[config.mk]
export PLATFORM = sky130hd
export DESIGN_NAME = lfu_cell
export DESIGN_NICKNAME = d
export VERILOG_FILES = /design/src/lfu_cache_table_top_defines.svh /design/src/lfu_pkg.sv /design/src/lfu_cell.sv
export SDC_FILE = /design/constraint.sdc
export NUM_CORES = 1
export LEC_CHECK = 0
export BUFFER_PORTS_ARGS = -buffer_cell sky130_fd_sc_hd__buf_4
export CORE_AREA = 2 2 223 225
export DETAILED_ROUTE_END_ITERATION = 12
export DIE_AREA = 0 0 225 227
export PLACE_DENSITY = 0.68
export SYNTH_ARGS = -nofsm -noshare
export SYNTH_HDL_FRONTEND = slang
export SYNTH_SLANG_ARGS = --single-unit
[constraint.sdc]
create_clock -name clk -period 14.9 [get_ports clk]
set_clock_uncertainty 0.1 [all_clocks]
set_input_delay 0.745 -clock clk [delete_from_list [all_inputs] [get_ports clk]]
set_output_delay 0.745 -clock clk [all_outputs]
set_load 0.02 [all_outputs]
[src/lfu_cache_table_top_defines.svh]
// Assertion macros for the LFU cache table
`ifndef LFU_CACHE_TABLE_TOP_DEFINES_SVH
`define LFU_CACHE_TABLE_TOP_DEFINES_SVH
// same-cycle implication
`define LFU_ASSERT_NOW(lbl, a, c) \
  lbl: assert property (@(posedge clk) disable iff (!rst_n) (a) |-> (c)) \
    else $error("lfu check failed");
// next-cycle implication
`define LFU_ASSERT_NEXT(lbl, a, c) \
  lbl: assert property (@(posedge clk) disable iff (!rst_n) (a) |=> (c)) \
    else $error("lfu check failed");
`endif

[src/lfu_pkg.sv]
// Shared constants and types for the LFU cache table
`timescale 1ns / 1ps
`default_nettype none
package lfu_pkg;
  localparam int Entries = 16;
  localparam int IdxW = $clog2(Entries);
  localparam int OccW = $clog2(Entries + 1);
  localparam logic [31:0] MissValue = 32'hFFFF_FFFF;

  typedef struct packed {
    logic              vld;
    logic [31:0]       key;
    logic              m_found;
    logic [IdxW-1:0]   m_idx;
    logic [31:0]       m_data;
    logic              v_found;
    logic [IdxW-1:0]   v_idx;
    logic [31:0]       v_key;
    logic [31:0]       v_cnt;
    logic [63:0]       v_stamp;
    logic              f_found;
    logic [IdxW-1:0]   f_idx;
    logic [OccW-1:0]   occ;
  } scan_t;

  typedef struct packed {
    logic              vld;
    logic [IdxW-1:0]   slot;
    logic              insert;
    logic              set_data;
    logic [31:0]       key;
    logic [31:0]       data;
    logic [63:0]       stamp;
  } wcmd_t;
endpackage
`default_nettype wire

[src/lfu_cell.sv]
// One cache entry; folds its entry into the passing scan request and applies writes
`timescale 1ns / 1ps
`default_nettype none
module lfu_cell (
  input  wire logic                  clk,
  input  wire logic                  rst_n,
  input  wire logic [lfu_pkg::IdxW-1:0] idx,
  input  wire lfu_pkg::scan_t        scan_in,
  output lfu_pkg::scan_t             scan_out,
  input  wire lfu_pkg::wcmd_t        wcmd
);
  import lfu_pkg::*;

  logic        valid_r;
  logic [31:0] key_r, data_r, cnt_r;
  logic [63:0] stamp_r;
  scan_t       scan_r, scan_nxt;
  logic        sel;

  assign sel = wcmd.vld && (wcmd.slot == idx);

  always_ff @(posedge clk) begin
    if (!rst_n) begin
      valid_r <= 1'b0;
    end else if (sel && wcmd.insert) begin
      valid_r <= 1'b1;
    end
  end

  always_ff @(posedge clk) begin
    if (sel) begin
      stamp_r <= wcmd.stamp;
      if (wcmd.insert) begin
        key_r <= wcmd.key;
        cnt_r <= 32'd1;
      end else if (cnt_r != 32'hFFFF_FFFF) begin
        cnt_r <= cnt_r + 32'd1;
      end
      if (wcmd.insert || wcmd.set_data) begin
        data_r <= wcmd.data;
      end
    end
  end

  always_comb begin
    scan_nxt = scan_in;
    if (scan_in.vld) begin
      if (!valid_r) begin
        if (!scan_in.f_found) begin
          scan_nxt.f_found = 1'b1;
          scan_nxt.f_idx = idx;
        end
      end else begin
        scan_nxt.occ = scan_in.occ + OccW'(1);
        if (key_r == scan_in.key && !scan_in.m_found) begin
          scan_nxt.m_found = 1'b1;
          scan_nxt.m_idx = idx;
          scan_nxt.m_data = data_r;
        end
        if (!scan_in.v_found || cnt_r < scan_in.v_cnt ||
            (cnt_r == scan_in.v_cnt && stamp_r < scan_in.v_stamp)) begin
          scan_nxt.v_found = 1'b1;
          scan_nxt.v_idx = idx;
          scan_nxt.v_key = key_r;
          scan_nxt.v_cnt = cnt_r;
          scan_nxt.v_stamp = stamp_r;
        end
      end
    end
  end

  always_ff @(posedge clk) begin
    if (!rst_n) begin
      scan_r.vld <= 1'b0;
    end else begin
      scan_r <= scan_nxt;
    end
  end

  assign scan_out = scan_r;
endmodule
`default_nettype wire

==> run_results.csv <==
group,metric,value,unit
detailed_routing,vias_per_cell,5.95,
logic_synthesis,synth_edf_count,372,
logic_synthesis,synth_most_common_cell,"edfxtp_1",
detailed_routing,drt_pass1_iterations,7,
global_routing,grt_pass1_vias,17800,
power,p_total,2.71,mW
logic_synthesis,synth.net_count,2379,
logic_synthesis,synth_cells,1928,
clocking,htree_num_levels,2,
critical_path,required,15.13,ns
power,power.density,99.5,nW/um2
placed_design,dp_cells,2976,
global_routing,gr-total-overflow,0,
die,die_h,227,um
placed_design,io_buffers,566,
logic_synthesis,synth.avg_cell_area,11.1,um2
placed_design,place_area,25800,um2
clocking,postCtsSetupRepairBufs,0,
die,die_area,51100,um2
clocking,clock-sinks,374,
sta,worstMarginPinSlew,1.19,ns
sta,relSlewSlack,20.7,%
clocking,ctsResizeCount,0,
sta,setup_violations,0,
clocking,clkLatencyLatePin,0.57,ns
logic_synthesis,syn-cell-area,21300,um2
detailed_routing,drcViolationCount,0,
placed_design,pre_cts_ws,9.29,ns
power,leakage,10.6,nW
clocking,hold_buffers,0,
detailed_routing,routed_wl,69200,um
logic_synthesis,synth_common_cells,"edfxtp_1 (372), nand2_1 (209), nand3_1 (154)",
logic_synthesis,ys_seq_area_share,52.6,%
sta,min_period,5.13,ns
logic_synthesis,synth_top_area_cell,"edfxtp_1",
detailed_routing,wl_per_cell,22.6,um
critical_path,start_kind,"register",
critical_path,critPathKind,"reg -> reg",
critical_path,crit_slowest_cell,"buf_4",
logic_synthesis,ys_types,56,
logic_synthesis,synth-async-reset-ratio,0,%
sta,rsz0062_at_grt,"false",
logic_synthesis,yosysWarnings,0,
outcome,outcome,"completed",
detailed_routing,vias,18200,
sta,hold_slack,0.240,ns
clocking,path_clk_slew,0.07,ns
layout,fill_cells,4099,
layout,fin_cells,3062,
layout,stdcell_area,27300,um2
placed_design,routabilityCongestion,0.844,
layout,multi_input_area,9060,um2
clocking,clk_path_buf_depth,3,
logic_synthesis,synthTopCellsByArea,"edfxtp_1 (52%), a311o_1 (6.2%), ha_1 (5.7%)",
layout,nets,2851,
sta,setup_slack,9.77,ns
critical_path,arrival,5.36,ns
critical_path,crit_chain,"ha_1 > nand4_1 > nor4_1 > a221oi_1 > a31oi_1 > o41a_2 > buf_4 > buf_4 > o21ai_0 > a311o_1",
clocking,cts_buffers,44,
logic_synthesis,ys.flop_type,"edfxtp_1",
critical_path,cp-end-kind,"register",
die,fp.coreArea,48500,um2
critical_path,path_common_cell,"buf_4",
logic_synthesis,synth_top_area_share,52.4,%
sta,finalCritPeriodShare,34.4,%
job,maxCapViolations,0,
layout,synthToLayoutAreaGrowth,27.8,%
critical_path,critPathMaxStageDelay,0.84,ns
logic_synthesis,ys_ff_latch,374,
die,rows,81,
clocking,cts_tree,"built",
detailed_routing,drt_iter0_drc,1696,
sta,fmaxAchievable,195,MHz
die,fp.dieW,225,um
layout,seqCellArea,11200,um2
power,irDropWorstVdd,0.0772,mV
global_routing,grt_usage,25.8,%
global_routing,grt_pass1_wl,101000,um
die,ios,567,
detailed_routing,drtAntennaViolNets,0,
layout,final_layout_size_suffix_gt1_share,27.3,%
clocking,cts_root_buf,"clkbuf_16",
global_routing,antenna_found_initial,15,
sta,hold_viol,0,
global_routing,grt_max_degree,265,
hold_path,hp-class,"in -> reg",
critical_path,cp_max_fo,86,
placed_design,post-dp-hpwl,47500,um
sta,totalNegativeSetupSlack,0,ns
die,initial_core_util,43.9,%
sta,finalMaxSlewViolations,0,
layout,post-route-util,56.2,%
power by group:
part | switching (mW) | internal, mW | leakage, nW
registers | 0.0254 | 1.22 | 3.53
clock network | 0.447 | 0.638 | 0.696
logic | 0.206 | 0.178 | 6.33
total | 0.678 | 2.04 | 10.6
layer usage:
metal | vias to the layer above | part of all wire, % | global-route usage, %
met3 | 178 | 9.4 | 7.21
met5 | - | 0.19 | 0
met2 | 818 | 48 | 42.0
met4 | 20 | 4.4 | 11.5
li1 | 8393 | - | -
met1 | 8823 | 38 | 32.1
registers in the layout, indices dropped and copies added (netlist names):
signal / cells
cnt_r: 32
data_r: 32
key_r: 32
scan_out: 213
stamp_r: 64
valid_r: 1
layout by cell type, fill, tap and decap left out, types with 5 or more instances in the layout:
master,netlist,layout
buf_4,2,583
edfxtp_1,372,372
nand2_1,209,207
nand3_1,154,154
a311o_1,132,132
o21ai_0,111,111
inv_1,100,100
ha_1,97,97
a211o_1,94,94
o22ai_1,94,94
xor2_1,48,48
clkbuf_16,0,45
nand2b_1,44,44
a21oi_1,41,41
nor2_1,40,40
mux2i_1,38,38
mux2_1,36,36
o21ai_1,36,36
nand4_1,29,29
xnor2_1,17,17
nor4_1,12,11
clkinv_2,0,10
clkinv_1,0,10
diode_2,0,6
and4_1,6,6
or3_1,6,6
clkbuf_1,111,6
o21a_1,5,5
bufinv_16,0,5
critical path, delay by kind of cell, from the launching register on:
kind	cells	cell delay, ns
AOI/OAI and AO/OA	5	1.91
adders and majority gates	1	0.34
buffers and inverters	2	1.48
DFF	1	0.43
and+or+nand+nor	2	0.55
path summary, 6_finish.rpt:
kind	depth (start not counted)	to	startpoint	slack, ns
setup / recovery	10	scan_out[141]$_DFFE_PP_	stamp_r[46]$_DFFE_PP_	9.77
hold / removal	1	key_r[9]$_DFFE_PP_	wcmd[105]	0.24
setup reg to reg	10	scan_out[141]$_DFFE_PP_	stamp_r[46]$_DFFE_PP_	9.77
hold reg to reg	1	scan_out[162]$_DFFE_PP_	data_r[19]$_DFFE_PP_	0.43
cells by family after synthesis:
group / count (synthesis) / share of synthesized area [%]
fa+ha+maj: 97 / 5.69
flops: 374 / 52.6
buf+inv: 259 / 5.27
mux: 78 / 3.89
simple gates: 514 / 11.4
compound gates: 541 / 18.6
xor+xnor: 65 / 2.67
final cells by class:
class,count,area share [%]
diodes,6,0.0551
clock inverters,29,0.991
repair buffers,585,16.2
well taps,622,2.85
multi-input cells,1295,33.2
clock buffers,51,4.21
flip-flops and latches,374,41.1
inverters,100,1.38
Note: power is estimated with default switching activity, not from simulation.
